$ cat src/hdl/lnr_pkg.sv
package lnr_pkg;

    // field widths
    localparam int VAL_W = 48;
    localparam int LO_W  = 32;
    localparam int HI_W  = 17;             // high half plus sign-extension carry
    localparam int UP_W  = 49;             // lattice term from the high half, signed
    localparam int BP_W  = 64;             // bound products and sums
    localparam int M_W   = 36;             // lattice coordinates
    localparam int C_W   = 56;             // corner sums
    localparam int S_W   = 48;             // seed
    localparam int HALF  = 24;             // split point of the back-step multiply
    localparam int N_CRN = 3;              // lattice corners tested per request
    localparam int SEL_W = $clog2(N_CRN);

    typedef logic signed [BP_W-1:0] t_bp;
    typedef logic signed [M_W-1:0]  t_m;
    typedef logic signed [C_W-1:0]  t_c;
    typedef logic signed [17:0]     t_k;
    typedef logic [S_W-1:0]         t_seed;
    typedef logic [C_W-17:0]        t_upc;
    typedef logic [SEL_W-1:0]       t_sel;

    // bound matrix
    localparam t_k K_LMAX = 18'sd33441;
    localparam t_k K_UMAX = 18'sd17549;
    localparam t_k K_LMIN = 18'sd46603;
    localparam t_k K_UMIN = 18'sd39761;

    // corner matrix
    localparam t_k K_C1L = 18'sd39761;
    localparam t_k K_C2L = 18'sd35098;
    localparam t_k K_C1U = 18'sd46603;
    localparam t_k K_C2U = 18'sd66882;

    localparam logic signed [47:0] LAT_OFFSET = 48'sd107048004364969;

    // per-corner offsets: (0,0), (1,0), (0,1)
    localparam t_c CAND_OFS [N_CRN] = '{56'sd0, -56'sd39761, 56'sd35098};
    localparam t_c UP_OFS   [N_CRN] = '{56'sd107048004364969,
                                        56'sd107048004411572,
                                        56'sd107048004431851};

    // two steps back
    localparam logic [S_W-1:0]  BACK2_MUL = 48'd254681119335897;
    localparam logic [S_W-1:0]  BACK2_ADD = 48'd120305458776662;
    localparam logic [HALF-1:0] B2_LO     = BACK2_MUL[HALF-1:0];
    localparam logic [HALF-1:0] B2_HI     = BACK2_MUL[S_W-1:HALF];

    typedef struct packed {
        logic            valid;
        logic [LO_W-1:0] lo;
        logic [HI_W-1:0] hi;
        t_m              m1;
        t_m              m2;
    } t_bnd;

    typedef struct packed {
        logic               valid;
        logic [LO_W-1:0]    lo;
        logic [HI_W-1:0]    hi;
        t_c [N_CRN-1:0]     cand;
        t_c [N_CRN-1:0]     up;
    } t_crn;

    typedef struct packed {
        logic  match;
        t_seed seed;
    } t_lane;

endpackage

$ cat src/hdl/lnr_back2.sv
// Stages 6-7 for one corner: match test, then state pulled back two steps
// (mod 2^48 multiply as 24-bit partial products).
module lnr_back2 (
    input  logic                     i_clk,
    input  logic                     i_rst_n,
    input  logic                     i_en,
    input  logic                     i_valid,
    input  logic [lnr_pkg::LO_W-1:0] i_lo,
    input  logic [lnr_pkg::HI_W-1:0] i_hi,
    input  lnr_pkg::t_c              i_cand,
    input  lnr_pkg::t_c              i_up,
    output lnr_pkg::t_lane           o_lane
);

    logic                         w_match;
    logic [lnr_pkg::HALF-1:0]     w_alo;
    logic [lnr_pkg::HALF-1:0]     w_ahi;

    logic                         r6_m;
    logic [lnr_pkg::S_W-1:0]      r6_pp0;
    logic [lnr_pkg::HALF-1:0]     r6_pp1;
    logic [lnr_pkg::HALF-1:0]     r6_pp2;

    logic [lnr_pkg::HALF-1:0]     w_mid;
    lnr_pkg::t_seed               n_seed;

    logic                         r7_m;
    lnr_pkg::t_seed               r7_seed;

    // upper must equal the high half; candidate must be non-negative,
    // below 2^48, with bits 47:16 equal to the low half
    assign w_match = i_valid
                  && (i_up[lnr_pkg::C_W-1:16] == lnr_pkg::t_upc'(i_hi))
                  && (i_cand[lnr_pkg::C_W-1:lnr_pkg::S_W] == '0)
                  && (i_cand[lnr_pkg::S_W-1:16] == i_lo);

    assign w_alo = i_cand[lnr_pkg::HALF-1:0];
    assign w_ahi = i_cand[lnr_pkg::S_W-1:lnr_pkg::HALF];

    assign w_mid  = r6_pp1 + r6_pp2;
    assign n_seed = r6_pp0 + {w_mid, {lnr_pkg::HALF{1'b0}}} + lnr_pkg::BACK2_ADD;

    always_ff @(posedge i_clk) begin
        if (!i_rst_n) begin
            r6_m <= 1'b0;
            r7_m <= 1'b0;
        end else if (i_en) begin
            r6_m <= w_match;
            r7_m <= r6_m;
        end
    end

    always_ff @(posedge i_clk) begin
        if (i_en) begin
            r6_pp0  <= lnr_pkg::t_seed'(w_alo) * lnr_pkg::t_seed'(lnr_pkg::B2_LO);
            r6_pp1  <= w_ahi * lnr_pkg::B2_LO;
            r6_pp2  <= w_alo * lnr_pkg::B2_HI;
            r7_seed <= n_seed;
        end
    end

    assign o_lane.match = r7_m;
    assign o_lane.seed  = r7_seed;

endmodule

$ cat config.mk
export PLATFORM = sky130hd
export DESIGN_NAME = lnr_back2
export DESIGN_NICKNAME = d
export VERILOG_FILES = /design/src/hdl/lnr_pkg.sv /design/src/hdl/lnr_back2.sv
export SDC_FILE = /design/constraint.sdc
export NUM_CORES = 2
export LEC_CHECK = 0
export BUFFER_PORTS_ARGS = -buffer_cell sky130_fd_sc_hd__buf_4
export CAP_MARGIN = 20
export CORE_UTILIZATION = 50
export DETAILED_ROUTE_END_ITERATION = 12
export PLACE_DENSITY_LB_ADDON = 0.1
export SLEW_MARGIN = 5
export SYNTH_ARGS = -nofsm -noshare
export SYNTH_HDL_FRONTEND = slang
export SYNTH_SLANG_ARGS = --single-unit
$ cat constraint.sdc
create_clock -name i_clk -period 8.55 [get_ports i_clk]
set_clock_uncertainty 0.05 [all_clocks]
set_input_delay 0.4275 -clock i_clk [delete_from_list [all_inputs] [get_ports i_clk]]
set_output_delay 0.4275 -clock i_clk [all_outputs]
set_load 0.005 [all_outputs]
Yosys cells after proc, flatten, opt, wreduce, memory -nomap -nowiden
Index checks and enable logic that the tools add are counted.
{ "word_totals": {"regBits": 146, "output_inout_bits": 49, "word_cells": 18, "in_bits": 165} }
{ "classes": {"n_reduce_logical": 4, "n_eq_ne": 2, "multipliers": 3, "addsub": 3} }
{ "ops": {"columns": ["cell", "count"], "rows": [
  ["adder 48 x 47 -> 48 bit, second input constant", 1],
  ["adder 48 bit", 1],
  ["multiplier 24 x 24 -> 48 bit, second input constant", 1],
  ["== test 40 x 17 -> 1 bit", 1],
  ["== test 32 bit", 1],
  ["adder 24 bit", 1],
  ["multiplier 24 x 22 -> 24 bit, second input constant", 1],
  ["multiplier 24 x 24 -> 24 bit, second input constant", 1],
  ["logical NOT 8 bit", 1],
  ["logical AND 1 bit", 3]
]} }

Longest topological paths before layout
{ "logic_depth": {"depth_word": 4, "depth_mapped": 24, "depth_no_buf": 24} }

Least setup slack after synthesis
OpenSTA, ideal clock, no wires.
{ "synth_timing": {"kind": "input port to flip-flop", "start": "input i_cand[17]", "end": "register r6_pp0[46] in the netlist's numbering (data pin)", "n_path_buf": 0, "t_required_ps": 8242, "path_stages": 24, "arrival_ps": 6025, "path_slack_ps": 2218, "setup_ps": 258, "path_cell_list": "inv_1 > fa_1 > inv_1 > ha_1 > inv_1 > fa_1 > fa_1 > inv_1 > fa_1 > fa_1 > inv_1 > fa_1 > inv_1 > ha_1 > and3_1 > nand3_1 > or3_1 > a211oi_1 > nor3_2 > o31ai_2 > nor3_1 > o21bai_1 > a21oi_1 > xnor2_1"} }
{ "synth_via": {"elab_chain_len": 1} }
{ "synth_rtl": {"columns": ["element", "line_no", "text"], "rows": [
  ["start: declaration", "lnr_back2.sv:10", "input lnr_pkg::t_c i_cand,"],
  ["multiplier 24 x 24 -> 48 bit", "lnr_back2.sv:55", "r6_pp0 <= lnr_pkg::t_seed'(w_alo) * lnr_pkg::t_seed'(lnr_pkg::B2_LO);"],
  ["end signal: assignment", "lnr_back2.sv:55", null],
  ["end: declaration", "lnr_back2.sv:20", "logic [lnr_pkg::S_W-1:0] r6_pp0;"]
]} }
Every way passes these cells.
A chain may end at the register's enable or synchronous reset.

Worst setup path after layout
{ "layout_timing": {"start": "input i_cand[18]", "end": "register r6_pp0[46] in the netlist's numbering (data pin)"} }
The elaborated chain is that of the path after synthesis.

==> results_dict.tcl <==
set metrics [dict create \
    avgSynthCellArea_sq_um 10.2 \
    htree_levels 4 \
    crit_type "input pin to flip-flop" \
    cts_tree "done" \
    final_nets 3909 \
    grt_max_degree 66 \
    worst-path-max-fanout 11 \
    drt-initial-drc-count 860 \
    crit_arrival_ns 7.05 \
    syn2layout_area_growth_pct 10.9 \
    via_per_inst 5.13 \
    clockRootBuffer "clkbuf_16" \
    tightest_slew_ns 0.649 \
    finalCritPeriodShare 0.808 \
    die_h_um 233 \
    antennaDiodeCount 0 \
    dp_hpwl_mm 54.1 \
    cts_num_sinks 143 \
    most-common-layout-cells "770 x inv_1, 569 x ha_1, 350 x fa_1" \
    status "complete, no violations" \
    wl_per_cell_um 17.9 \
    cts_hold_buf 0 \
    period_minus_slack_ns 6.91 \
    ios 214 \
    critPathLaunchType "input pin" \
    setup_viol 0 \
    grt_pass1_wl_mm 101 \
    hp-class "input pin to flip-flop" \
    layout_commonest_cell "inv_1" \
    numCtsBuffers 17 \
    ant_nets 0 \
    dieWidth_um 233 \
    place_ws_ns 1.19 \
    hold_slack_ns 0.174 \
    io_buffers 197 \
    clk_latency_ns 0.44 \
    max-cap-violations 0 \
    drv_slew 0 \
    synth_nets 3697 \
    fp-row-count 84 \
    clk_pin_slew_worst_paths_ns 0.06 \
    layout-drive-gt1-share 0.0924 \
    synthCells 2613 \
    crit_path_end_kind "flip-flop" \
    synth-edff-count 141 \
    grt_setup_unrepaired "no" \
    cts_setup_buffers 0 \
    firstDrtPassIters 5 \
    core_sq_um 52600 \
    ys.flop_type "edfxtp_1" \
    ctsResizeCount 0 \
    start_util 0.506 \
    async_reset_ff_frac 0 \
    vias 18100 \
    max_freq_mhz 145 \
    timing.slew.headroom 0.562 \
    grt_pass1_vias 18800 \
    netlist_area_sq_um 26600 \
    antenna_found_initial 0 \
    die-area_sq_um 54200 \
    grt_usage 0.244 \
    cts_buffer_depth 2 \
    final.setup.tns_ns 0 \
    ys_seq_area_frac 0.161 \
    yosysUniqueCellTypes 76 \
    worst_slack_ns 1.64 \
    grt-ovfl-total 0 \
    finalHoldViolations 0 \
    drc 0 \
    drt_wl_total_mm 63.0 \
    yosys_warnings 0 \
    cp.required_ns 8.69 \
    synth_seq_cells 143 \
    globalplace.congestion 0.918 \
]
==> layer usage <==
layer | up-vias | wire length, um | GRT usage
li1 | 8819 | - | -
met1 | 8882 | 30500 | 0.357
met2 | 320 | 29200 | 0.394
met3 | 55 | 2190 | 0.0194
met4 | 0 | 1040 | 0.0535
met5 | - | 0 | 0
==> logic make-up (layout without fill, tap and decap cells) <==
| kind of cell | count (synthesis) | after routing | share of synthesized area |
|---|---|---|---|
| AOI/OAI and AO/OA | 303 | 303 | 0.0767 |
| xor gates and xnor gates | 222 | 222 | 0.0731 |
| adders and majority gates | 919 | 919 | 0.531 |
| buffers and inverters | 776 | 999 | 0.110 |
| DFF | 143 | 143 | 0.161 |
| muxes | 1 | 1 | 0.000376 |
| and+or+nand+nor | 249 | 249 | 0.0489 |
==> worst max-delay path, stage by stage <==
cell      delay [ns]
buf_4           0.27
inv_1           0.27
fa_1            0.58
inv_1           0.04
ha_1            0.21
fa_1            0.51
inv_1           0.05
fa_1            0.50
inv_1           0.05
fa_1            0.49
fa_1            0.52
inv_1           0.06
fa_1            0.48
inv_1           0.04
ha_1            0.36
and4_1          0.25
nand3_1         0.09
or3_1           0.37
a211oi_1        0.49
nor3_2          0.15
o31ai_2         0.36
nor3_1          0.10
o21bai_1        0.15
a21oi_1         0.09
xnor2_1         0.12
==> cell usage after synthesis (all sizes together), types with 4 or more instances <==
cell type	number	area share
or2	6	0.0014
o21bai	25	0.0071
a21o	40	0.011
or4	4	0.0011
a31oi	9	0.0024
xnor2	178	0.059
o211ai	4	0.0011
a211oi	14	0.0047
xor2	44	0.014
nand4	21	0.0049
nand2b	9	0.0021
clkbuf	5	0.00071
fa	350	0.26
edfxtp	141	0.16
nand3	21	0.0041
nor4	12	0.0028
o21a	9	0.0025
nor2b	12	0.0028
a31o	8	0.0026
a21boi	8	0.0023
inv	770	0.11
nor2	52	0.0074
o31ai	6	0.0021
o21ai	44	0.0086
a21oi	102	0.020
or3	8	0.0019
and2	6	0.0014
ha	569	0.27
nor3	29	0.0056
nand2	44	0.0062
and3	11	0.0026
==> registers in the layout, indices dropped and copies added, names as in the netlist <==
register  flops
r6_m          1
r6_pp0       48
r6_pp1       24
r6_pp2       21
r7_m          1
r7_seed      48
==> stage by stage <==
step / util / area, sq um / std cells
after floorplan: - / 26600 / 2613
after global placement: 0.551 / 28900 / 3494
after detailed placement: 0.551 / 28900 / 3494
after CTS: 0.562 / 29500 / 3524
after global routing: 0.562 / 29500 / 3524
final: 0.562 / 29500 / 3524
==> final timing paths <==
check / slack (ns) / end / from / cells past startpoint
setup / recovery: 1.64 / r6_pp0[46]$_DFFE_PP_ / i_cand[18] / 25
hold / removal: 0.17 / r7_m$_SDFFE_PN0P_ / i_rst_n / 2
setup reg to reg: 3.21 / r7_seed[47]$_DFFE_PP_ / r6_pp1[0]$_DFFE_PP_ / 21
hold reg to reg: 0.43 / r6_m$_SDFFE_PN0P_ / r6_m$_SDFFE_PN0P_ / 2
==> layout make-up <==
cell class	count	area [sq um]
timing repair buffer	199	1500
fill	4711	23000
multi-input combinational	1694	19400
sequential	143	4270
inverter	770	2890
clock inverter	13	141
clock buffer	17	425
tap	688	861
Power is not shown: default switching activity piles up to over one toggle a cycle in this logic, so the estimate is an artifact.
