File: config.mk
export PLATFORM = sky130hd
export DESIGN_NAME = lnr_emit
export DESIGN_NICKNAME = d
export VERILOG_FILES = /design/src/hdl/lnr_pkg.sv /design/src/hdl/lnr_emit.sv
export SDC_FILE = /design/constraint.sdc
export NUM_CORES = 1
export LEC_CHECK = 0
export BUFFER_PORTS_ARGS = -buffer_cell sky130_fd_sc_hd__buf_2
export CORE_ASPECT_RATIO = 0.6
export CORE_MARGIN = 2
export CORE_UTILIZATION = 45
export DETAILED_ROUTE_END_ITERATION = 10
export MAX_ROUTING_LAYER = met4
export PLACE_DENSITY = 0.71
export SYNTH_ARGS = -nofsm -noshare
export SYNTH_HDL_FRONTEND = slang
export SYNTH_SLANG_ARGS = --single-unit
File: constraint.sdc
create_clock -name i_clk -period 34.5 [get_ports i_clk]
set_clock_uncertainty 0.2 [all_clocks]
set_input_delay 3.45 -clock i_clk [delete_from_list [all_inputs] [get_ports i_clk]]
set_output_delay 3.45 -clock i_clk [all_outputs]
set_load 0.01 [all_outputs]
File: src/hdl/lnr_pkg.sv
package lnr_pkg;

    // field widths
    localparam int VAL_W = 48;
    localparam int LO_W  = 32;
    localparam int HI_W  = 17;             // high half plus sign-extension carry
    localparam int UP_W  = 49;             // lattice term from the high half, signed
    localparam int BP_W  = 64;             // bound products and sums
    localparam int M_W   = 36;             // lattice coordinates
    localparam int C_W   = 56;             // corner sums
    localparam int S_W   = 48;             // seed
    localparam int HALF  = 24;             // split point of the back-step multiply
    localparam int N_CRN = 3;              // lattice corners tested per request
    localparam int SEL_W = $clog2(N_CRN);

    typedef logic signed [BP_W-1:0] t_bp;
    typedef logic signed [M_W-1:0]  t_m;
    typedef logic signed [C_W-1:0]  t_c;
    typedef logic signed [17:0]     t_k;
    typedef logic [S_W-1:0]         t_seed;
    typedef logic [C_W-17:0]        t_upc;
    typedef logic [SEL_W-1:0]       t_sel;

    // bound matrix
    localparam t_k K_LMAX = 18'sd33441;
    localparam t_k K_UMAX = 18'sd17549;
    localparam t_k K_LMIN = 18'sd46603;
    localparam t_k K_UMIN = 18'sd39761;

    // corner matrix
    localparam t_k K_C1L = 18'sd39761;
    localparam t_k K_C2L = 18'sd35098;
    localparam t_k K_C1U = 18'sd46603;
    localparam t_k K_C2U = 18'sd66882;

    localparam logic signed [47:0] LAT_OFFSET = 48'sd107048004364969;

    // per-corner offsets: (0,0), (1,0), (0,1)
    localparam t_c CAND_OFS [N_CRN] = '{56'sd0, -56'sd39761, 56'sd35098};
    localparam t_c UP_OFS   [N_CRN] = '{56'sd107048004364969,
                                        56'sd107048004411572,
                                        56'sd107048004431851};

    // two steps back
    localparam logic [S_W-1:0]  BACK2_MUL = 48'd254681119335897;
    localparam logic [S_W-1:0]  BACK2_ADD = 48'd120305458776662;
    localparam logic [HALF-1:0] B2_LO     = BACK2_MUL[HALF-1:0];
    localparam logic [HALF-1:0] B2_HI     = BACK2_MUL[S_W-1:HALF];

    typedef struct packed {
        logic            valid;
        logic [LO_W-1:0] lo;
        logic [HI_W-1:0] hi;
        t_m              m1;
        t_m              m2;
    } t_bnd;

    typedef struct packed {
        logic               valid;
        logic [LO_W-1:0]    lo;
        logic [HI_W-1:0]    hi;
        t_c [N_CRN-1:0]     cand;
        t_c [N_CRN-1:0]     up;
    } t_crn;

    typedef struct packed {
        logic  match;
        t_seed seed;
    } t_lane;

endpackage

File: src/hdl/lnr_emit.sv
// Result serializer: holds the matches of one request, one result a cycle.
module lnr_emit (
    input  logic                 i_clk,
    input  logic                 i_rst_n,
    input  lnr_pkg::t_lane       i_lane [lnr_pkg::N_CRN],
    output logic                 o_ready,
    output logic                 o_strobe,
    output lnr_pkg::t_seed       o_seed,
    output logic                 o_last
);

    logic [lnr_pkg::N_CRN-1:0] r_mask;
    logic [lnr_pkg::N_CRN-1:0] n_mask;
    logic [lnr_pkg::N_CRN-1:0] w_rest;
    logic [lnr_pkg::N_CRN-1:0] w_in_mask;
    lnr_pkg::t_sel             w_sel;
    lnr_pkg::t_seed            r_seed [lnr_pkg::N_CRN];

    logic                      r_strobe;
    lnr_pkg::t_seed            r_out_seed;
    logic                      r_last;

    always_comb begin
        w_sel = '0;
        for (int k = lnr_pkg::N_CRN - 1; k >= 0; k--) begin
            if (r_mask[k]) begin
                w_sel = lnr_pkg::t_sel'(k);
            end
        end
        w_rest = r_mask & ~(lnr_pkg::N_CRN'(1) << w_sel);
        for (int k = 0; k < lnr_pkg::N_CRN; k++) begin
            w_in_mask[k] = i_lane[k].match;
        end
    end

    // free once at most the result now going out is left
    assign o_ready = (w_rest == '0);
    assign n_mask  = o_ready ? w_in_mask : w_rest;

    always_ff @(posedge i_clk) begin
        if (!i_rst_n) begin
            r_mask   <= '0;
            r_strobe <= 1'b0;
        end else begin
            r_mask   <= n_mask;
            r_strobe <= |r_mask;
        end
    end

    always_ff @(posedge i_clk) begin
        if (o_ready) begin
            for (int k = 0; k < lnr_pkg::N_CRN; k++) begin
                r_seed[k] <= i_lane[k].seed;
            end
        end
        r_out_seed <= r_seed[w_sel];
        r_last     <= (w_rest == '0);
    end

    assign o_strobe = r_strobe;
    assign o_seed   = r_out_seed;
    assign o_last   = r_last;

endmodule

Word level (Yosys, flattened, before mapping)
Memory sizes are Yosys's and may differ from the RTL's. A register that Yosys moved wholly into a read port is not among the register bits.
Cells that the tools add are included.
W data, S select, Z words.
{ "word_totals": {"reg_bits": 5, "latchBits": 0, "ramBits": 144, "mem_bits_ro": 0, "input_bits": 149, "out_inout_bits": 51, "word_cells": 15, "mem_count": 1} }
{ "mem_list": {"columns": ["name", "depth", "width", "rd", "rd_clocked_by_memory_dff", "wr", "line_no", "text"], "rows": [
  ["r_seed", 3, 48, 1, 1, 3, "lnr_emit.sv:17", "lnr_pkg::t_seed r_seed [lnr_pkg::N_CRN];"]
]} }
{ "classes": {"n_addsub": 0, "mul": 0, "div_mod_pow": 0, "order_cmp": 0, "n_eq_ne": 0, "n_shift": 1, "mux": 6, "bitwise_logic": 2, "reduce_logical": 2} }
{ "ops": {"columns": ["op", "count"], "rows": [
  ["$mux W2", 3],
  ["$and A3 B3 Y3", 1],
  ["$logic_not A3 Y1", 1],
  ["$mux W3", 1],
  ["$not A3 Y3", 1],
  ["$reduce_or A3 Y1", 1],
  ["$shl A1 B2 Y3 const A", 1],
  ["$mux W1", 2]
]} }

Depth between registers and ports, before layout
{ "depth": {"depth_word": 9, "depth_mapped": 5, "ltp_nobuf": 3} }

Worst setup path after synthesis
No wires, ideal clock.
{ "synth_timing": {"kind": "register to register", "startpoint": "register r_mask[0] (netlist name)", "endpoint": "memory r_seed[0][0] (netlist name), enable pin", "arrival_ns": 10.680, "setup_slack_ns": 22.773, "stages_incl_launch_ff": 4, "path_cell_list": "dfxtp_1 -> buf_2 -> buf_2 -> o21ai_0"} }
{ "synth_rtl": {"columns": ["element", "line_no", "text"], "rows": [
  ["start, declared", "lnr_emit.sv:12", "logic [lnr_pkg::N_CRN-1:0] r_mask;"],
  ["start signal, assigned", "lnr_emit.sv:45", "r_mask <= n_mask;"],
  ["end, declared", "lnr_emit.sv:17", null]
]} }

Worst setup path after layout
{ "layout_timing": {"startpoint": "register r_mask[0] (netlist name)", "endpoint": "output o_ready"} }
{ "layout_between": {"elab_chain_cells": 5} }
{ "layout_lines": {"columns": ["element", "line_no", "text"], "rows": [
  ["$mux W2", "lnr_emit.sv:26", "if (r_mask[k]) begin"],
  ["$shl A1 B2 Y3", "lnr_emit.sv:30", "w_rest = r_mask & ~(lnr_pkg::N_CRN'(1) << w_sel);"],
  ["$not A3 Y3", "lnr_emit.sv:30", null],
  ["$and A3 B3 Y3 (*)", "lnr_emit.sv:30", null],
  ["$logic_not A3 Y1 (*)", "lnr_emit.sv:37", "assign o_ready = (w_rest == '0);"],
  ["end, declared", "lnr_emit.sv:6", "output logic o_ready,"]
]} }
Every way passes the cells marked *; elsewhere a longest branch is shown, timed or not.

==> results by group <==
Synth
  – Synth async-reset ratio: 0
  – Post-Syn Instances: 384
  – Number of flops mapped to enable cells by yosys: 144
  – Syn avg cell area: 17.4 um2
  – Library cells used by synthesis: 23
  – Seq cells post-synth: 197
  – Synth Warn #: 0
  – Post-synthesis sequential area ratio: 0.807
  – Mapped Nets: 533
  – Synth Flop Type: edfxtp_1
  – Cell Area, Synth: 0.00667 mm2

Power and ir drop
  – Peak VDD IR: 30.8 uV
  – Leak Pwr: 3.33 nW
  – P per Cell Area: 62.3 mW/mm2

Drt
  – Post-DRT Antenna Nets: 0
  – Post-Route WL: 14,700 um
  – TritonRoute pass-1 iters: 4
  – Initial drt markers: 359
  – Via/cell ratio: 5.12
  – Routed WL per cell: 18.4 um
  – Residual DRC: 0
  – Via count: 4,078

Worst hold path
  – Worst hold path type: reg -> reg
  – Critical hold path startpoint: r_seed[0][14]$_DFFE_PN_
  – Hold depth: 2
  – Hold Path End: o_seed[14]$_DFF_P_

Placed design
  – Placed cells: 761
  – IO buf count: 199
  – Final HPWL DP: 9070 um
  – GPL Wtd Cong: 0.791

Timing
  – # setup viols final: 0
  – Fmax: 180 MHz
  – RSZ-0062 raised after global routing: no
  – Final slew viol count: 0
  – Worst-margin pin slew: 1.12 ns
  – Final Hold Vio Count: 0
  – Hold_ws: 0.256 ns
  – Setup total negative slack: 0 ns
  – Max-slew headroom: 0.254
  – Final min period: 5.56 ns
  – Crit share post-route: 0.161

Clock tree
  – CTS Hold Bufs: 0
  – CTS tree: done
  – # Post-CTS Setup Buffers: 0
  – Clock Sinks: 197
  – H-tree levels: 4
  – Post-CTS Resized: 0
  – CTS root buf: clkbuf_16
  – Worst-case clock buffer depth: 2
  – Clock Pin Slew Worst Setup and Hold Paths: 0.07 ns
  – TritonCTS buffer count: 17
  – Clock Latency Late Sink: 0.41 ns

Critical path
  – R2r setup slk: 31.36 ns
  – Setup CP Type: reg -> out
  – Startpoint class of the critical path: register
  – CP endpoint kind: primary output
  – WP data required: 30.85 ns
  – Reg2reg path depth: 4
  – RR Endpoint: r_seed[2][7]$_DFFE_PN_
  – CP Data Arrival Time: 1.91 ns
  – Worst-path maximum fanout: 29
  – Reg2reg start: r_mask[0]$_SDFF_PN0_

Die
  – Die H: 98.3 um
  – Core ar.: 0.0145 mm2
  – Starting Density: 0.460
  – Die area: 0.0158 mm2
  – Die W: 161 um
  – Ports: 200
  – Row count: 34

Global routing
  – GRT overflow: 0
  – GRT Util Overall: 0.193
  – Number of antenna violations at the first check in global routing: 3
  – Vias in the first global route: 4,106
  – First-pass GRT wire length: 22,300 um
  – Largest net degree at the start of global routing: 76

Finish
  – Layout Cells excl Fill: 796
  – Synth-to-Final Area Change: 25.7%
  – Commonest non-fill, non-tap cell in the layout: buf_2
  – Area of the multi-input gates: 0.00113 mm2
  – FF+latch area: 0.00539 mm2
  – NumNets Final: 731
  – Fill count: 1,152
  – Share of cells above drive strength 1: 0.455
  – Most frequent cells in the layout: 199 x buf_2, 144 x edfxtp_1, 52 x dfxtp_1

Outcome
  – Status: complete, no violations

Job
  – Max_cap viols: 0
-- area by class of cell --
class                      count  share of cell area
sequential                   197               0.643
antenna                        3            0.000896
clock inverter                12              0.0137
tap                          198              0.0296
multi-input combinational    160               0.135
inverter                       1            0.000448
timing repair buffer         205               0.124
clock buffer                  20              0.0533
-- metal layers --
metal / global-route usage / vias to the layer above / routed length (um)
li1: - / 1895 / -
met1: 0.251 / 1963 / 6400
met2: 0.290 / 206 / 6720
met3: 0.0684 / 14 / 1430
met4: 0.0522 / 0 / 135
met5: - / - / 0
-- sequential cells by signal (all words and copies together) (netlist names) --
| name | flops |
|---|---|
| r_seed | 144 |
| o_seed | 48 |
| r_mask | 3 |
| o_last | 1 |
| o_strobe | 1 |
-- worst max path at each step --
| stage | startpoint | end |
|---|---|---|
| 2_1_floorplan | r_mask[0]$_SDFF_PN0_ | r_seed[0][0]$_DFFE_PN_ |
| 3_3_place_gp | r_mask[0]$_SDFF_PN0_ | o_ready |
| 3_5_place_dp | r_mask[0]$_SDFF_PN0_ | o_ready |
| 4_1_cts | r_mask[0]$_SDFF_PN0_ | o_ready |
| 5_1_grt | r_mask[0]$_SDFF_PN0_ | o_ready |
| 6_report | r_mask[0]$_SDFF_PN0_ | o_ready |
-- stage by stage --
step / area [um2] / power (mW) / setup slack, ns / util
2_1_floorplan: 6670 / 0.320 / 22.77 / -
3_3_place_gp: 7810 / 0.339 / 29.41 / 0.539
4_1_cts: 8380 / 0.528 / 28.90 / 0.577
6_report: 8380 / 0.522 / 28.94 / 0.578
5_1_grt: 8380 / 0.542 / 28.82 / 0.578
3_5_place_dp: 7810 / 0.341 / 29.36 / 0.539
-- cell usage after synthesis (all sizes together), types with 2 or more instances --
cell    instances  area (um2)
o32ai          47         562
nand2b          2        12.5
edfxtp        144        4320
nor3            2        10.0
nor2           49         184
clkbuf          4        15.0
a21oi          48         278
dfxtp          53        1060
nand2           2        7.51
o21ai           3        15.0
buf            22         149
-- cell families (layout without fill, tap and decap cells) --
group                  Yosys count  after routing  synth area share
other                            0              3                 0
and+or+nand+nor                 57             57            0.0339
AOI/OAI and AO/OA              103            103             0.134
DFF                            197            197             0.807
buffers and inverters           27            238            0.0251
-- report_power, final --
part | internal, mW | total [mW] | switching, mW
combinational | 0.0201 | 0.0483 | 0.0282
clock | 0.0976 | 0.187 | 0.0894
sequential | 0.279 | 0.287 | 0.00816
total | 0.396 | 0.522 | 0.126
-- worst max-delay path, stage by stage, from the launching register on --
cell and delay [ns]:
dfxtp_2 0.84, a21o_1 0.28, o21ai_0 0.17, buf_2 0.21
No activity file was read; power rests on OpenSTA's default activity.
