## src/hdl/lnr_pkg.sv

```systemverilog
package lnr_pkg;

    // field widths
    localparam int VAL_W = 48;
    localparam int LO_W  = 32;
    localparam int HI_W  = 17;             // high half plus sign-extension carry
    localparam int UP_W  = 49;             // lattice term from the high half, signed
    localparam int BP_W  = 64;             // bound products and sums
    localparam int M_W   = 36;             // lattice coordinates
    localparam int C_W   = 56;             // corner sums
    localparam int S_W   = 48;             // seed
    localparam int HALF  = 24;             // split point of the back-step multiply
    localparam int N_CRN = 3;              // lattice corners tested per request
    localparam int SEL_W = $clog2(N_CRN);

    typedef logic signed [BP_W-1:0] t_bp;
    typedef logic signed [M_W-1:0]  t_m;
    typedef logic signed [C_W-1:0]  t_c;
    typedef logic signed [17:0]     t_k;
    typedef logic [S_W-1:0]         t_seed;
    typedef logic [C_W-17:0]        t_upc;
    typedef logic [SEL_W-1:0]       t_sel;

    // bound matrix
    localparam t_k K_LMAX = 18'sd33441;
    localparam t_k K_UMAX = 18'sd17549;
    localparam t_k K_LMIN = 18'sd46603;
    localparam t_k K_UMIN = 18'sd39761;

    // corner matrix
    localparam t_k K_C1L = 18'sd39761;
    localparam t_k K_C2L = 18'sd35098;
    localparam t_k K_C1U = 18'sd46603;
    localparam t_k K_C2U = 18'sd66882;

    localparam logic signed [47:0] LAT_OFFSET = 48'sd107048004364969;

    // per-corner offsets: (0,0), (1,0), (0,1)
    localparam t_c CAND_OFS [N_CRN] = '{56'sd0, -56'sd39761, 56'sd35098};
    localparam t_c UP_OFS   [N_CRN] = '{56'sd107048004364969,
                                        56'sd107048004411572,
                                        56'sd107048004431851};

    // two steps back
    localparam logic [S_W-1:0]  BACK2_MUL = 48'd254681119335897;
    localparam logic [S_W-1:0]  BACK2_ADD = 48'd120305458776662;
    localparam logic [HALF-1:0] B2_LO     = BACK2_MUL[HALF-1:0];
    localparam logic [HALF-1:0] B2_HI     = BACK2_MUL[S_W-1:HALF];

    typedef struct packed {
        logic            valid;
        logic [LO_W-1:0] lo;
        logic [HI_W-1:0] hi;
        t_m              m1;
        t_m              m2;
    } t_bnd;

    typedef struct packed {
        logic               valid;
        logic [LO_W-1:0]    lo;
        logic [HI_W-1:0]    hi;
        t_c [N_CRN-1:0]     cand;
        t_c [N_CRN-1:0]     up;
    } t_crn;

    typedef struct packed {
        logic  match;
        t_seed seed;
    } t_lane;

endpackage

```

## src/hdl/lnr_corner.sv

```systemverilog
// Stages 4-5: corner products, then candidate and upper sums per corner.
module lnr_corner (
    input  logic           i_clk,
    input  logic           i_rst_n,
    input  logic           i_en,
    input  lnr_pkg::t_bnd  i_bnd,
    output lnr_pkg::t_crn  o_crn
);

    logic                     r4_v;
    logic [lnr_pkg::LO_W-1:0] r4_lo;
    logic [lnr_pkg::HI_W-1:0] r4_hi;
    lnr_pkg::t_c              r4_q1;
    lnr_pkg::t_c              r4_q2;
    lnr_pkg::t_c              r4_q3;
    lnr_pkg::t_c              r4_q4;

    lnr_pkg::t_c              w_cbase;
    lnr_pkg::t_c              w_ubase;

    logic                     r5_v;
    logic [lnr_pkg::LO_W-1:0] r5_lo;
    logic [lnr_pkg::HI_W-1:0] r5_hi;
    lnr_pkg::t_c              r5_cand [lnr_pkg::N_CRN];
    lnr_pkg::t_c              r5_up   [lnr_pkg::N_CRN];

    assign w_cbase = r4_q2 - r4_q1;
    assign w_ubase = r4_q3 + r4_q4;

    always_ff @(posedge i_clk) begin
        if (!i_rst_n) begin
            r4_v <= 1'b0;
            r5_v <= 1'b0;
        end else if (i_en) begin
            r4_v <= i_bnd.valid;
            r5_v <= r4_v;
        end
    end

    always_ff @(posedge i_clk) begin
        if (i_en) begin
            r4_lo <= i_bnd.lo;
            r4_hi <= i_bnd.hi;
            r4_q1 <= lnr_pkg::t_c'(i_bnd.m1) * lnr_pkg::t_c'(lnr_pkg::K_C1L);
            r4_q2 <= lnr_pkg::t_c'(i_bnd.m2) * lnr_pkg::t_c'(lnr_pkg::K_C2L);
            r4_q3 <= lnr_pkg::t_c'(i_bnd.m1) * lnr_pkg::t_c'(lnr_pkg::K_C1U);
            r4_q4 <= lnr_pkg::t_c'(i_bnd.m2) * lnr_pkg::t_c'(lnr_pkg::K_C2U);

            r5_lo <= r4_lo;
            r5_hi <= r4_hi;
            for (int k = 0; k < lnr_pkg::N_CRN; k++) begin
                r5_cand[k] <= w_cbase + lnr_pkg::CAND_OFS[k];
                r5_up[k]   <= w_ubase + lnr_pkg::UP_OFS[k];
            end
        end
    end

    always_comb begin
        o_crn.valid = r5_v;
        o_crn.lo    = r5_lo;
        o_crn.hi    = r5_hi;
        for (int k = 0; k < lnr_pkg::N_CRN; k++) begin
            o_crn.cand[k] = r5_cand[k];
            o_crn.up[k]   = r5_up[k];
        end
    end

endmodule

```

## config.mk

```make
export PLATFORM = sky130hd
export DESIGN_NAME = lnr_corner
export DESIGN_NICKNAME = d
export VERILOG_FILES = /design/src/hdl/lnr_pkg.sv /design/src/hdl/lnr_corner.sv
export SDC_FILE = /design/constraint.sdc
export NUM_CORES = 2
export LEC_CHECK = 0
export BUFFER_PORTS_ARGS = -buffer_cell sky130_fd_sc_hd__buf_2
export CAP_MARGIN = 20
export CORE_MARGIN = 3
export CORE_UTILIZATION = 33
export CTS_CLUSTER_SIZE = 10
export DETAILED_ROUTE_END_ITERATION = 16
export PLACE_DENSITY = 0.56
export SYNTH_ARGS = -nofsm -noshare
export SYNTH_HDL_FRONTEND = slang
export SYNTH_SLANG_ARGS = --single-unit
```

## constraint.sdc

```tcl
create_clock -name i_clk -period 16.7 [get_ports i_clk]
set_input_delay 1.67 -clock i_clk [delete_from_list [all_inputs] [get_ports i_clk]]
set_output_delay 1.67 -clock i_clk [all_outputs]
set_load 0.02 [all_outputs]
```

## After elaboration in Yosys (flattened, before gate mapping)

Memory sizes are Yosys's and may differ from the RTL's.
Cells that the tools add are included.

- Bits of input ports: 125
- RAM bits: 336
- Register bits: 322
- Word-level logic and storage cells: 25
- Memories: 2

Memories:

| name | words | width | read ports | clocked after Yosys merged registers in | write ports | RTL line | text |
|---|---|---|---|---|---|---|---|
| r5_cand | 3 | 56 | 3 | 0 | 3 | lnr_corner.sv:24 | `lnr_pkg::t_c r5_cand [lnr_pkg::N_CRN];` |
| r5_up | 3 | 56 | 3 | 0 | 3 | lnr_corner.sv:25 | `lnr_pkg::t_c r5_up [lnr_pkg::N_CRN];` |

- $mul: 4
- Add/subtract/negate cells: 7
- Multiplexer cells: 2

Operator list:

| kind | number |
|---|---|
| $add A56 B48 Y56 const B | 3 |
| $mul A36 B17 Y53 const B | 3 |
| $add A56 B17 Y56 const B | 2 |
| $add A56 B56 Y56 | 1 |
| $sub A56 B56 Y56 | 1 |
| $mul A36 B16 Y52 const B | 1 |
| $mux W1 | 2 |

## Longest topological paths before layout

- Word-level depth: 2
- Depth in mapped cells: 25

## Worst setup path before layout

Ideal clock, no wire load.

- Path kind: input-to-reg
- Start point: in i_bnd[48] (netlist bit)
- End point: reg r4_q1[54] (data pin)
- Stages: 21
- Arrival: 7333 ps
- Setup time: 260 ps
- Buffers on the path: 0
- Data required time: 16440 ps
- Path slack: 9107 ps
- Cell sequence: ha_1 -> fa_1 -> fa_1 -> fa_1 -> fa_1 -> inv_1 -> fa_1 -> inv_1 -> ha_1 -> a21o_1 -> a21o_1 -> a2111oi_0 -> o21ai_0 -> a32oi_1 -> a41o_1 -> a221o_1 -> o22ai_1 -> or4b_2 -> a31oi_1 -> nor2_1 -> xor2_1

- Cells in the longest elaborated chain, start to end: 1

RTL lines:

| element | RTL line | text |
|---|---|---|
| start: declaration | lnr_corner.sv:6 | `input lnr_pkg::t_bnd i_bnd,` |
| $mul A36 B17 Y53 | lnr_corner.sv:44 | `r4_q1 <= lnr_pkg::t_c'(i_bnd.m1) * lnr_pkg::t_c'(lnr_pkg::K_C1L);` |
| end signal: assignment | lnr_corner.sv:44 |  |
| end: declaration | lnr_corner.sv:13 | `lnr_pkg::t_c r4_q1;` |

Every way passes these cells.
A chain may end at the register's enable or synchronous reset.

## Worst setup path in the final report

- Start point: in i_bnd[43] (netlist bit)
- End point: reg r4_q1[54] (data pin)

Same word-level chain as after synthesis.

==> run_results.csv <==
group,metric,value,unit
critical_path,r2r-end,"r5_up[0][109]",
outcome,status,"completed",
critical_path,cp.required,17.13,ns
timing,finalClockSkew,0.04067,ns
cts,numCtsBuffers,82,
yosys,synth_edf_count,638,
critical_path,slowest_stage,"a32oi_1",
global_route,grt_overflow,0,
floorplan,dieArea,208200,um2
timing,tightest_slew,1.098,ns
yosys,synth_cell_type_count,117,
global_route,grt_pass1_vias,49600,
floorplan,core,200700,um2
timing,min_period,8.111,ns
critical_path,max_stage_delay,0.67,ns
critical_path,r2r_cells,13,
cts,clkLatencyLatePin,0.71,ns
cts,cts_tree,"done",
route,drt_iter0_drc,3687,
cts,cts_sinks,640,
floorplan,initial_core_util,0.3334,
global_route,grt_max_degree,158,
min_path,min-delay-start,"r4_hi[2]",
yosys,synth_cells,6432,
yosys,synthArstFlopShare,0,
route,firstDrtPassIters,6,
timing,finalMaxSlewViolations,0,
yosys,syn-num-nets,8091,
global_route,antenna_found_initial,30,
critical_path,rrSetupSlack,10.53,ns
yosys,postSynthAreaPerCell,10.40,um2
floorplan,pin_count,511,
yosys,ys_seq_area_frac,0.2869,
placement,dp_hpwl,167200,um
floorplan,dieWidth,456.3,um
critical_path,cp_max_fo,10,
route,vias,48460,
cts,holdBufCountCts,0,
timing,hold_viol,0,
placement,io_buffers,510,
timing,timing.final.crit_share,0.4857,
cts,ctsResizeCount,0,
critical_path,cp-start-kind,"input port",
timing,tns,0,ns
route,avgViaCountPerCell,5.014,
min_path,worstHoldPathCells,0,
global_route,use_met3,0.02901,
route,ant_nets,0,
timing,final-setup-viol-count,0,
global_route,grt_util_met1,0.2539,
yosys,yosys_warnings,0,
yosys,syn_area,66910,um2
finish,final_nets,8602,
global_route,grt_use_total,0.1911,
floorplan,rows,164,
timing,slew_headroom,0.2649,
floorplan,dieHeight,456.3,um
min_path,hold_path_class,"flip-flop to flip-flop",
timing,clock.fmax,123.3,MHz
yosys,ys_ff_latch,640,
critical_path,regToRegStartpoint,"r4_q4[2]",
yosys,ys.flop_type,"edfxtp_1",
global_route,grt_pass1_wl,306100,um
critical_path,crit_path_end_kind,"flip-flop",
cts,cts-root-buf,"clkbuf_16",
flow_run,cap_violations,0,
route,remaining_drc_errors,0,
critical_path,worstPathArrival,8.54,ns
global_route,busiest_layer,"met2",
cts,h-tree-depth,3,
placement,gp_congestion,0.9760,
route,drt-wirelength-per-cell,20.73,um
timing,rsz0062_at_grt,"no",
cts,post_cts_buffers,0,
cts,clkSlewWorstSetupHoldPaths,0.05,ns
global_route,use_met2,0.3242,
finish,drive_above_1_share,0.1100,
route,finalWirelength,200400,um
cts,max-clock-path-buffers,3,
min_path,whs_endpoint,"r5_hi[2]",
critical_path,crit_type,"input port to flip-flop",
finish,area_growth,12.24,%
-- routing by layer --
layer / wire [um] / vias to the layer above
met5: 102 / -
met4: 5584 / 18
met3: 10230 / 203
met2: 95270 / 1266
met1: 89220 / 23930
li1: - / 23040
-- registers in the layout, indices dropped and copies added (netlist names), 17 cells and up --
register and count:
r4_hi 17, r5_cand 165, r5_up 167, r4_q2 50, r5_lo 32, r5_hi 17, r4_lo 32, r4_q1 53
r4_q3 52, r4_q4 53
-- cell usage in the layout (no fill, tap or decap), types with 14 or more instances in the layout --
cell       instances
o21a_1            58
clkbuf_1          19
or3_1             38
a31oi_1           25
a31o_2            14
buf_2            509
nor2b_1           44
a21oi_1          325
nor4_1            29
ha_1             916
and2_1            37
nand2b_1          58
a311oi_1          14
nor3_1            94
o21ai_1           15
a21o_1           180
diode_2           21
inv_1           1264
nand2_1          253
fa_1             618
a221oi_1          15
o31a_1            14
xnor2_1          339
clkbuf_16         83
edfxtp_1         638
nand3_1          102
a211oi_1          41
o31ai_1           29
and3_1            44
nor3b_1           20
nor2_1           272
o21bai_1          44
nand4_1           57
a211o_1           15
xor2_1           151
buf_4             22
o211ai_1          31
or2_2             33
o21ai_0          221
-- worst max-delay path, delay by kind of cell --
family          cells  cell delay (ns)
xor+xnor            2             0.39
buf+inv             5             0.52
simple gates        3             0.87
compound gates      9             2.47
fa+ha+maj           6             2.63
-- cell type report --
| type | instances | area (um2) |
|---|---|---|
| antenna | 21 | 52.55 |
| clock buffer | 103 | 2162 |
| clock inverter | 26 | 339.1 |
| fill | 20020 | 125600 |
| inverter | 1270 | 4767 |
| multi-input combinational | 4415 | 42500 |
| sequential | 640 | 19200 |
| tap | 2656 | 3323 |
| timing repair buffer | 534 | 2755 |
-- Yosys cell counts (37+ instances only) --
library cell,n,area share
ha_1,916,0.17
nand3_1,102,0.0076
edfxtp_1,638,0.29
a21oi_1,325,0.024
nand2_1,253,0.014
inv_1,1264,0.071
fa_1,618,0.18
or3_1,38,0.0036
nor2_1,272,0.015
xnor2_1,339,0.044
o21ai_0,221,0.017
a21o_1,180,0.020
o21bai_1,44,0.0049
a211oi_1,41,0.0046
xor2_1,151,0.020
nand2b_1,58,0.0054
and2_1,37,0.0035
nor3_1,94,0.0070
clkbuf_1,80,0.0045
and3_1,44,0.0041
o21a_1,58,0.0065
nand4_1,57,0.0053
nor2b_1,44,0.0041
-- per-stage QoR --
stage / worst slack [ns] / utilization / area, um2 / hold WS [ns] / cells
after floorplan: 9.107 / - / 66910 / 0.4003 / 6432
after global placement: 7.868 / 0.3614 / 72530 / 0.4002 / 9513
after detailed placement: 7.910 / 0.3614 / 72530 / 0.4045 / 9513
after CTS: 8.692 / 0.3739 / 75030 / 0.4151 / 9642
after global routing: 8.197 / 0.3741 / 75070 / 0.4184 / 9652
final: 8.589 / 0.3742 / 75100 / 0.4150 / 9665
-- cell families (layout without fill, tap and decap cells) --
family	count (synthesis)	in the layout	synth area share
adder cells (fa/ha/maj)	1534	1534	0.3562
AO/OA/AOI/OAI	1208	1208	0.1213
flip-flops	640	640	0.2869
other	0	21	0
multiplexers	18	18	0.002805
buffers and inverters	1377	1933	0.07786
AND/OR/NAND/NOR	1161	1161	0.08981
XOR/XNOR	494	494	0.06511
-- worst max-delay path by stage --
stage	from	end	slack (ns)	cells after the start
after global routing	i_bnd[48]	r4_q1[54]	8.20	26
after floorplan	i_bnd[48]	r4_q1[54]	9.11	21
after detailed placement	i_bnd[48]	r4_q1[54]	7.91	22
after CTS	i_bnd[48]	r4_q1[54]	8.69	22
after global placement	i_bnd[48]	r4_q1[54]	7.87	22
final	i_bnd[43]	r4_q1[54]	8.59	25
Power is left out: the tool's default activity adds up to more than one toggle a clock period on the data nets, which glitch-free logic cannot reach.
