**config.mk**
```make
export PLATFORM = sky130hd
export DESIGN_NAME = lnr_bounds
export DESIGN_NICKNAME = d
export VERILOG_FILES = /design/src/hdl/lnr_pkg.sv /design/src/hdl/lnr_bounds.sv
export SDC_FILE = /design/constraint.sdc
export NUM_CORES = 2
export LEC_CHECK = 0
export BUFFER_PORTS_ARGS = -buffer_cell sky130_fd_sc_hd__buf_2
export CAP_MARGIN = 20
export CORE_ASPECT_RATIO = 1.4
export CORE_UTILIZATION = 65
export CTS_BUF_LIST = sky130_fd_sc_hd__clkbuf_8
export CTS_CLUSTER_DIAMETER = 80
export DETAILED_ROUTE_END_ITERATION = 7
export PLACE_DENSITY = 0.88
export SETUP_SLACK_MARGIN = 0.5
export SLEW_MARGIN = 40
export SYNTH_ARGS = -nofsm -noshare
export SYNTH_HDL_FRONTEND = slang
export SYNTH_SLANG_ARGS = --single-unit
```
**constraint.sdc**
```tcl
create_clock -name i_clk -period 18.3 [get_ports i_clk]
set_input_delay 2.745 -clock i_clk [delete_from_list [all_inputs] [get_ports i_clk]]
set_output_delay 2.745 -clock i_clk [all_outputs]
set_load 0.02 [all_outputs]
```
**src/hdl/lnr_pkg.sv**
```systemverilog
package lnr_pkg;

    // field widths
    localparam int VAL_W = 48;
    localparam int LO_W  = 32;
    localparam int HI_W  = 17;             // high half plus sign-extension carry
    localparam int UP_W  = 49;             // lattice term from the high half, signed
    localparam int BP_W  = 64;             // bound products and sums
    localparam int M_W   = 36;             // lattice coordinates
    localparam int C_W   = 56;             // corner sums
    localparam int S_W   = 48;             // seed
    localparam int HALF  = 24;             // split point of the back-step multiply
    localparam int N_CRN = 3;              // lattice corners tested per request
    localparam int SEL_W = $clog2(N_CRN);

    typedef logic signed [BP_W-1:0] t_bp;
    typedef logic signed [M_W-1:0]  t_m;
    typedef logic signed [C_W-1:0]  t_c;
    typedef logic signed [17:0]     t_k;
    typedef logic [S_W-1:0]         t_seed;
    typedef logic [C_W-17:0]        t_upc;
    typedef logic [SEL_W-1:0]       t_sel;

    // bound matrix
    localparam t_k K_LMAX = 18'sd33441;
    localparam t_k K_UMAX = 18'sd17549;
    localparam t_k K_LMIN = 18'sd46603;
    localparam t_k K_UMIN = 18'sd39761;

    // corner matrix
    localparam t_k K_C1L = 18'sd39761;
    localparam t_k K_C2L = 18'sd35098;
    localparam t_k K_C1U = 18'sd46603;
    localparam t_k K_C2U = 18'sd66882;

    localparam logic signed [47:0] LAT_OFFSET = 48'sd107048004364969;

    // per-corner offsets: (0,0), (1,0), (0,1)
    localparam t_c CAND_OFS [N_CRN] = '{56'sd0, -56'sd39761, 56'sd35098};
    localparam t_c UP_OFS   [N_CRN] = '{56'sd107048004364969,
                                        56'sd107048004411572,
                                        56'sd107048004431851};

    // two steps back
    localparam logic [S_W-1:0]  BACK2_MUL = 48'd254681119335897;
    localparam logic [S_W-1:0]  BACK2_ADD = 48'd120305458776662;
    localparam logic [HALF-1:0] B2_LO     = BACK2_MUL[HALF-1:0];
    localparam logic [HALF-1:0] B2_HI     = BACK2_MUL[S_W-1:HALF];

    typedef struct packed {
        logic            valid;
        logic [LO_W-1:0] lo;
        logic [HI_W-1:0] hi;
        t_m              m1;
        t_m              m2;
    } t_bnd;

    typedef struct packed {
        logic               valid;
        logic [LO_W-1:0]    lo;
        logic [HI_W-1:0]    hi;
        t_c [N_CRN-1:0]     cand;
        t_c [N_CRN-1:0]     up;
    } t_crn;

    typedef struct packed {
        logic  match;
        t_seed seed;
    } t_lane;

endpackage

```
**src/hdl/lnr_bounds.sv**
```systemverilog
// Stages 1-3: split, bound products, lattice coordinates.
module lnr_bounds (
    input  logic                         i_clk,
    input  logic                         i_rst_n,
    input  logic                         i_en,
    input  logic                         i_valid,
    input  logic [lnr_pkg::VAL_W-1:0]    i_value,
    output lnr_pkg::t_bnd                o_bnd
);

    logic [lnr_pkg::HI_W-1:0]        w_hi;
    logic signed [lnr_pkg::UP_W:0]   w_t;
    logic signed [lnr_pkg::UP_W:0]   w_t_sh;

    logic                            r1_v;
    logic [lnr_pkg::LO_W-1:0]        r1_lo;
    logic [lnr_pkg::HI_W-1:0]        r1_hi;
    logic signed [lnr_pkg::UP_W-1:0] r1_up;

    logic [46:0]                     w_lmin;
    logic [46:0]                     w_lmax;

    logic                            r2_v;
    logic [lnr_pkg::LO_W-1:0]        r2_lo;
    logic [lnr_pkg::HI_W-1:0]        r2_hi;
    lnr_pkg::t_bp                    r2_pa;
    lnr_pkg::t_bp                    r2_pb;
    lnr_pkg::t_bp                    r2_pc;
    lnr_pkg::t_bp                    r2_pd;

    lnr_pkg::t_bp                    w_s1;
    lnr_pkg::t_bp                    w_s2;
    lnr_pkg::t_bp                    w_sh1;
    lnr_pkg::t_bp                    w_sh2;
    lnr_pkg::t_m                     n_m1;
    lnr_pkg::t_m                     n_m2;

    logic                            r3_v;
    logic [lnr_pkg::LO_W-1:0]        r3_lo;
    logic [lnr_pkg::HI_W-1:0]        r3_hi;
    lnr_pkg::t_m                     r3_m1;
    lnr_pkg::t_m                     r3_m2;

    // high half gets the borrow back when the low word was negative
    assign w_hi   = {1'b0, i_value[lnr_pkg::VAL_W-1:lnr_pkg::LO_W]}
                  + lnr_pkg::HI_W'(i_value[lnr_pkg::LO_W-1]);
    assign w_t    = $signed({17'b0, w_hi, 16'b0}) - 50'(lnr_pkg::LAT_OFFSET);
    assign w_t_sh = w_t >>> 1;

    assign w_lmin = {r1_lo, 15'h0000};
    assign w_lmax = {r1_lo, 15'h7fff};

    assign w_s1  = r2_pb - r2_pa;
    assign w_s2  = r2_pc + r2_pd;
    assign w_sh1 = w_s1 >>> 30;
    assign w_sh2 = w_s2 >>> 31;
    assign n_m1  = lnr_pkg::t_m'(w_sh1) + lnr_pkg::t_m'(1);
    assign n_m2  = lnr_pkg::t_m'(w_sh2) + lnr_pkg::t_m'(1);

    always_ff @(posedge i_clk) begin
        if (!i_rst_n) begin
            r1_v <= 1'b0;
            r2_v <= 1'b0;
            r3_v <= 1'b0;
        end else if (i_en) begin
            r1_v <= i_valid;
            r2_v <= r1_v;
            r3_v <= r2_v;
        end
    end

    always_ff @(posedge i_clk) begin
        if (i_en) begin
            r1_lo <= i_value[lnr_pkg::LO_W-1:0];
            r1_hi <= w_hi;
            r1_up <= w_t_sh[lnr_pkg::UP_W-1:0];

            r2_lo <= r1_lo;
            r2_hi <= r1_hi;
            r2_pa <= lnr_pkg::t_bp'({17'b0, w_lmax}) * lnr_pkg::t_bp'(lnr_pkg::K_LMAX);
            r2_pb <= lnr_pkg::t_bp'(r1_up) * lnr_pkg::t_bp'(lnr_pkg::K_UMAX);
            r2_pc <= lnr_pkg::t_bp'({17'b0, w_lmin}) * lnr_pkg::t_bp'(lnr_pkg::K_LMIN);
            r2_pd <= lnr_pkg::t_bp'(r1_up) * lnr_pkg::t_bp'(lnr_pkg::K_UMIN);

            r3_lo <= r2_lo;
            r3_hi <= r2_hi;
            r3_m1 <= n_m1;
            r3_m2 <= n_m2;
        end
    end

    assign o_bnd.valid = r3_v;
    assign o_bnd.lo    = r3_lo;
    assign o_bnd.hi    = r3_hi;
    assign o_bnd.m1    = r3_m1;
    assign o_bnd.m2    = r3_m2;

endmodule

```
==> Yosys cells after proc, flatten, opt, wreduce, memory -nomap -nowiden <==
Cells that the tools add are included.
{ "op_classes": {"n_addsub": 6, "multipliers": 4, "div_mod_pow": 0, "magnitude_cmp": 0, "n_eq_ne": 0, "shifts": 0, "muxes": 0, "bitwise_logic": 0, "n_reduce_logical": 0} }
{ "ops": {"columns": ["op", "count"], "rows": [
  ["47-bit by 16-bit multiplier with 63-bit output (second input constant)", 2],
  ["64-bit adder", 1],
  ["47-bit by 17-bit multiplier with 64-bit output (second input constant)", 1],
  ["64-bit subtractor", 1],
  ["32-bit by 16-bit multiplier with 48-bit output (second input constant)", 1],
  ["33-bit by 47-bit subtractor with 48-bit output (second input constant)", 1],
  ["34-bit by 2-bit adder with 35-bit output (second input constant)", 1],
  ["33-bit by 2-bit adder with 34-bit output (second input constant)", 1],
  ["16-bit by 1-bit adder with 17-bit output", 1]
]} }
{ "word_totals": {"reg_bits": 510, "latchBits": 0, "ram_bits": 0, "romBits": 0, "input_bits": 52, "out_inout_bits": 122, "elab_cells": 26, "memories": 0} }

==> Logic depth before layout (Yosys ltp) <==
{ "depth": {"depth_word": 2, "mapped_depth": 23, "ltp_nobuf": 22} }

==> Worst setup path before layout <==
Ideal clock, no wire load.
{ "synth_path": {"path_kind": "register -> register", "start": "register r1_lo[3] (netlist name)", "end": "register r2_pc[57], data pin", "setup_ps": 262, "t_arrival_ps": 6258, "required_time_ps": 18038, "setup_slack_ps": 11779, "stages_incl_launch_ff": 23, "n_path_buf": 0, "period_less_slack_ps": 6521, "cell_sequence": "edfxtp_1 ha_1 xor2_1 ha_1 or2_2 fa_1 inv_1 fa_1 fa_1 fa_1 inv_1 ha_1 and3_1 a31oi_1 o21ai_0 or4_1 o22ai_1 o31ai_1 a41oi_1 a21oi_1 a21oi_1 mux2i_1 nand3_1"} }
{ "synth_between": {"elab_chain_len": 1} }
{ "synth_rtl": {"columns": ["element", "line_no", "rtl"], "rows": [
  ["from (decl)", "lnr_bounds.sv:16", "logic [lnr_pkg::LO_W-1:0] r1_lo;"],
  ["from (signal assigned)", "lnr_bounds.sv:74", "r1_lo <= i_value[lnr_pkg::LO_W-1:0];"],
  ["32-bit by 16-bit multiplier with 48-bit output", "lnr_bounds.sv:82", "r2_pc <= lnr_pkg::t_bp'({17'b0, w_lmin}) * lnr_pkg::t_bp'(lnr_pkg::K_LMIN);"],
  ["to (signal assigned)", "lnr_bounds.sv:82", null],
  ["to (decl)", "lnr_bounds.sv:28", "lnr_pkg::t_bp r2_pc;"]
]} }
Every way passes these cells.
A chain may end at the register's enable or synchronous reset.

==> Worst setup path in the final report <==
{ "layout_path": {"start": "register r1_lo[4] (netlist name)", "end": "register r2_pc[57], data pin"} }
Same word-level chain as after synthesis.

==> impl_metrics.toml <==
[run_status]
status = "completed"

[synthesis]
synth_edf_count = 407
synth.cell_area_mm2 = 0.0438
synth_cell_types = 93
synthCells = 4169
ys_seq_area_frac = 0.280
yosys_warnings = 0
async_flop_share = 0
synthFlopType = "edfxtp_1"
synth_top_area_cell = "edfxtp_1"
synth.ff_latch_count = 410
synth_area_leaders = "edfxtp_1 28%, fa_1 19%, ha_1 19%"
syn-mean-instance-area_um2 = 10.5
synth_top_cell_area_share = 0.279

[floorplanning]
core_mm2 = 0.0667
die_h_um = 309
rows = 112
pin_count = 174
die_area_mm2 = 0.0684
start_util = 0.656
die_x_um = 221

[routing]
remaining_drc_errors = 0
ant_nets = 0
firstDrtPassIters = 6
vias = 31500
wl_per_cell_um = 21.0
via_per_inst = 5.96
first_iter_violations = 2278
drt-total-wl_mm = 111

[cells_and_area]
syn2layout_area_growth_pct = 7.47
layout_common_cells = "856 x inv_1, 672 x ha_1, 420 x fa_1"
fin_nets = 5511
final_common_cell = "inv_1"
drive_gt1_frac = 0.0773

[global_route]
grt_use_total = 0.331
grt_max_degree = 91
antenna_found_initial = 6
grt_first_pass_wirelength_mm = 175
grt_pass1_vias = 32900
grt_overflow = 0

[worst_setup_path]
endpoint_kind = "flip-flop"
cp_top_family = "adder cells"
startpoint_type = "flip-flop"
cp_slowest_stage_delay_ns = 0.64
slowest_stage = "edfxtp_1"
regToRegSetupSlack_ns = 10.86
critPathRequiredTime_ns = 18.74
critical_path.most_common_cell = "fa_1"
critPathKind = "reg2reg"
cp_max_fo = 11
critPathBufInv = 3
arrival_ns = 7.89
crit_chain = "ha_1 -> xor2_1 -> inv_1 -> xnor2_1 -> fa_1 -> inv_1 -> fa_1 -> fa_1 -> fa_1 -> inv_1 -> ha_1 -> and3_1 -> a31oi_1 -> o21ai_0 -> or4_1 -> o22ai_1 -> o31ai_1 -> a41oi_1 -> a21oi_1 -> a21oi_1 -> mux2i_1 -> nand3_1"

[cts]
cts_resized = 0
insertion_delay_ns = 0.73
cts_root_buffer = "clkbuf_8"
clkTransAtPathRegs_ns = 0.08
cts_setup_buffers = 0
postCtsHoldBufs = 0
cts_tree = "built"
h-tree-depth = 3
clock-sinks = 410
clk_path_buf_depth = 3
cts_buffers = 70

[worst_hold_path]
hold_path.class = "reg2reg"

[timing]
hold_viol_final = 0
fin_ws_ns = 10.86
setup_tns_ns = 0
min_period_ns = 7.44
tightestPinTransition_ns = 0.938
setup_viol = 0
max_freq_mhz = 134
rsz0062_at_grt = "no"
report.final.slew_viol_count = 0
slew_headroom = 0.375
fin_skew_ns = 0.0448
min_period_over_period = 0.407

[place]
gp_congestion = 0.966
io_buffers = 173
post-dp-hpwl_mm = 88.4
preCtsSetupSlack_ns = 10.92

[flow_run]
cap_violations = 0
==> worst paths after layout <==
check                           startpoint        end  cells after the start
worst max-delay path              r1_lo[4]  r2_pc[57]                     22
worst min-delay path             r2_lo[14]  r3_lo[14]                      0
worst min register to register   r2_lo[14]  r3_lo[14]                      0
worst max register to register    r1_lo[4]  r2_pc[57]                     22
==> through the flow <==
stage | util | instance area [µm²] | hold slack [ns] | cells
detailed placement | 0.684 | 45600 | 0.405 | 5149
global route | 0.706 | 47100 | 0.402 | 5279
global placement | 0.683 | 45500 | 0.400 | 5147
floorplan | - | 43800 | 0.400 | 4170
CTS | 0.705 | 47000 | 0.388 | 5277
finish | 0.706 | 47100 | 0.383 | 5280
==> cell families after synthesis <==
kind of cell	count (synthesis)	synth area share
adder cells (fa/ha/maj)	1092	0.384
buffers and inverters	902	0.0784
AO/OA/AOI/OAI	731	0.108
AND/OR/NAND/NOR	708	0.0833
flip-flops	410	0.280
XOR/XNOR	313	0.0629
multiplexers	11	0.00254
other	2	0.000172
==> synthesized netlist by cell type, types with 19 or more instances <==
cell and n:
nand4_1 53, a31oi_1 29, a21oi_1 250, o21bai_1 31, o211ai_1 22, nand2b_1 29
and2_1 32, inv_1 845, nand2_1 175, clkbuf_1 37, a211oi_1 19, xnor2_1 197
nor3_1 60, edfxtp_1 407, nor2b_1 23, and3_1 29, ha_1 672, nand3_1 61
nor2_1 147, o31ai_1 20, xor2_1 114, a21o_1 96, o21a_1 35, o21ai_0 106
fa_1 420
==> sequential cells by signal (all words and copies together), names as in the netlist, 17 cells and up <==
| signal | count |
|---|---|
| r2_pa | 48 |
| r3_m2 | 34 |
| r1_lo | 32 |
| r2_pb | 37 |
| r2_hi | 17 |
| r3_lo | 32 |
| r2_pc | 47 |
| r3_m1 | 35 |
| r1_hi | 17 |
| r1_up | 19 |
| r2_lo | 32 |
| r3_hi | 17 |
| r2_pd | 40 |
==> layer usage <==
metal,share of wire,wire length (µm),track usage
met5,0.00050,56,0
met4,0.059,6600,0.180
met3,0.068,7500,0.0540
met2,0.50,54900,0.573
met1,0.38,41900,0.395
==> final cells by class <==
class / count / area, µm²
multi-input combinational: 2858 / 28100
fill: 4638 / 19600
sequential: 410 / 12300
inverter: 845 / 3170
tap: 855 / 1070
timing repair buffer: 182 / 1010
clock buffer: 70 / 963
clock inverter: 58 / 478
antenna: 2 / 5.00
Power is left out: the tool's default activity adds up to more than one toggle a clock period on the data nets, which glitch-free logic cannot reach.
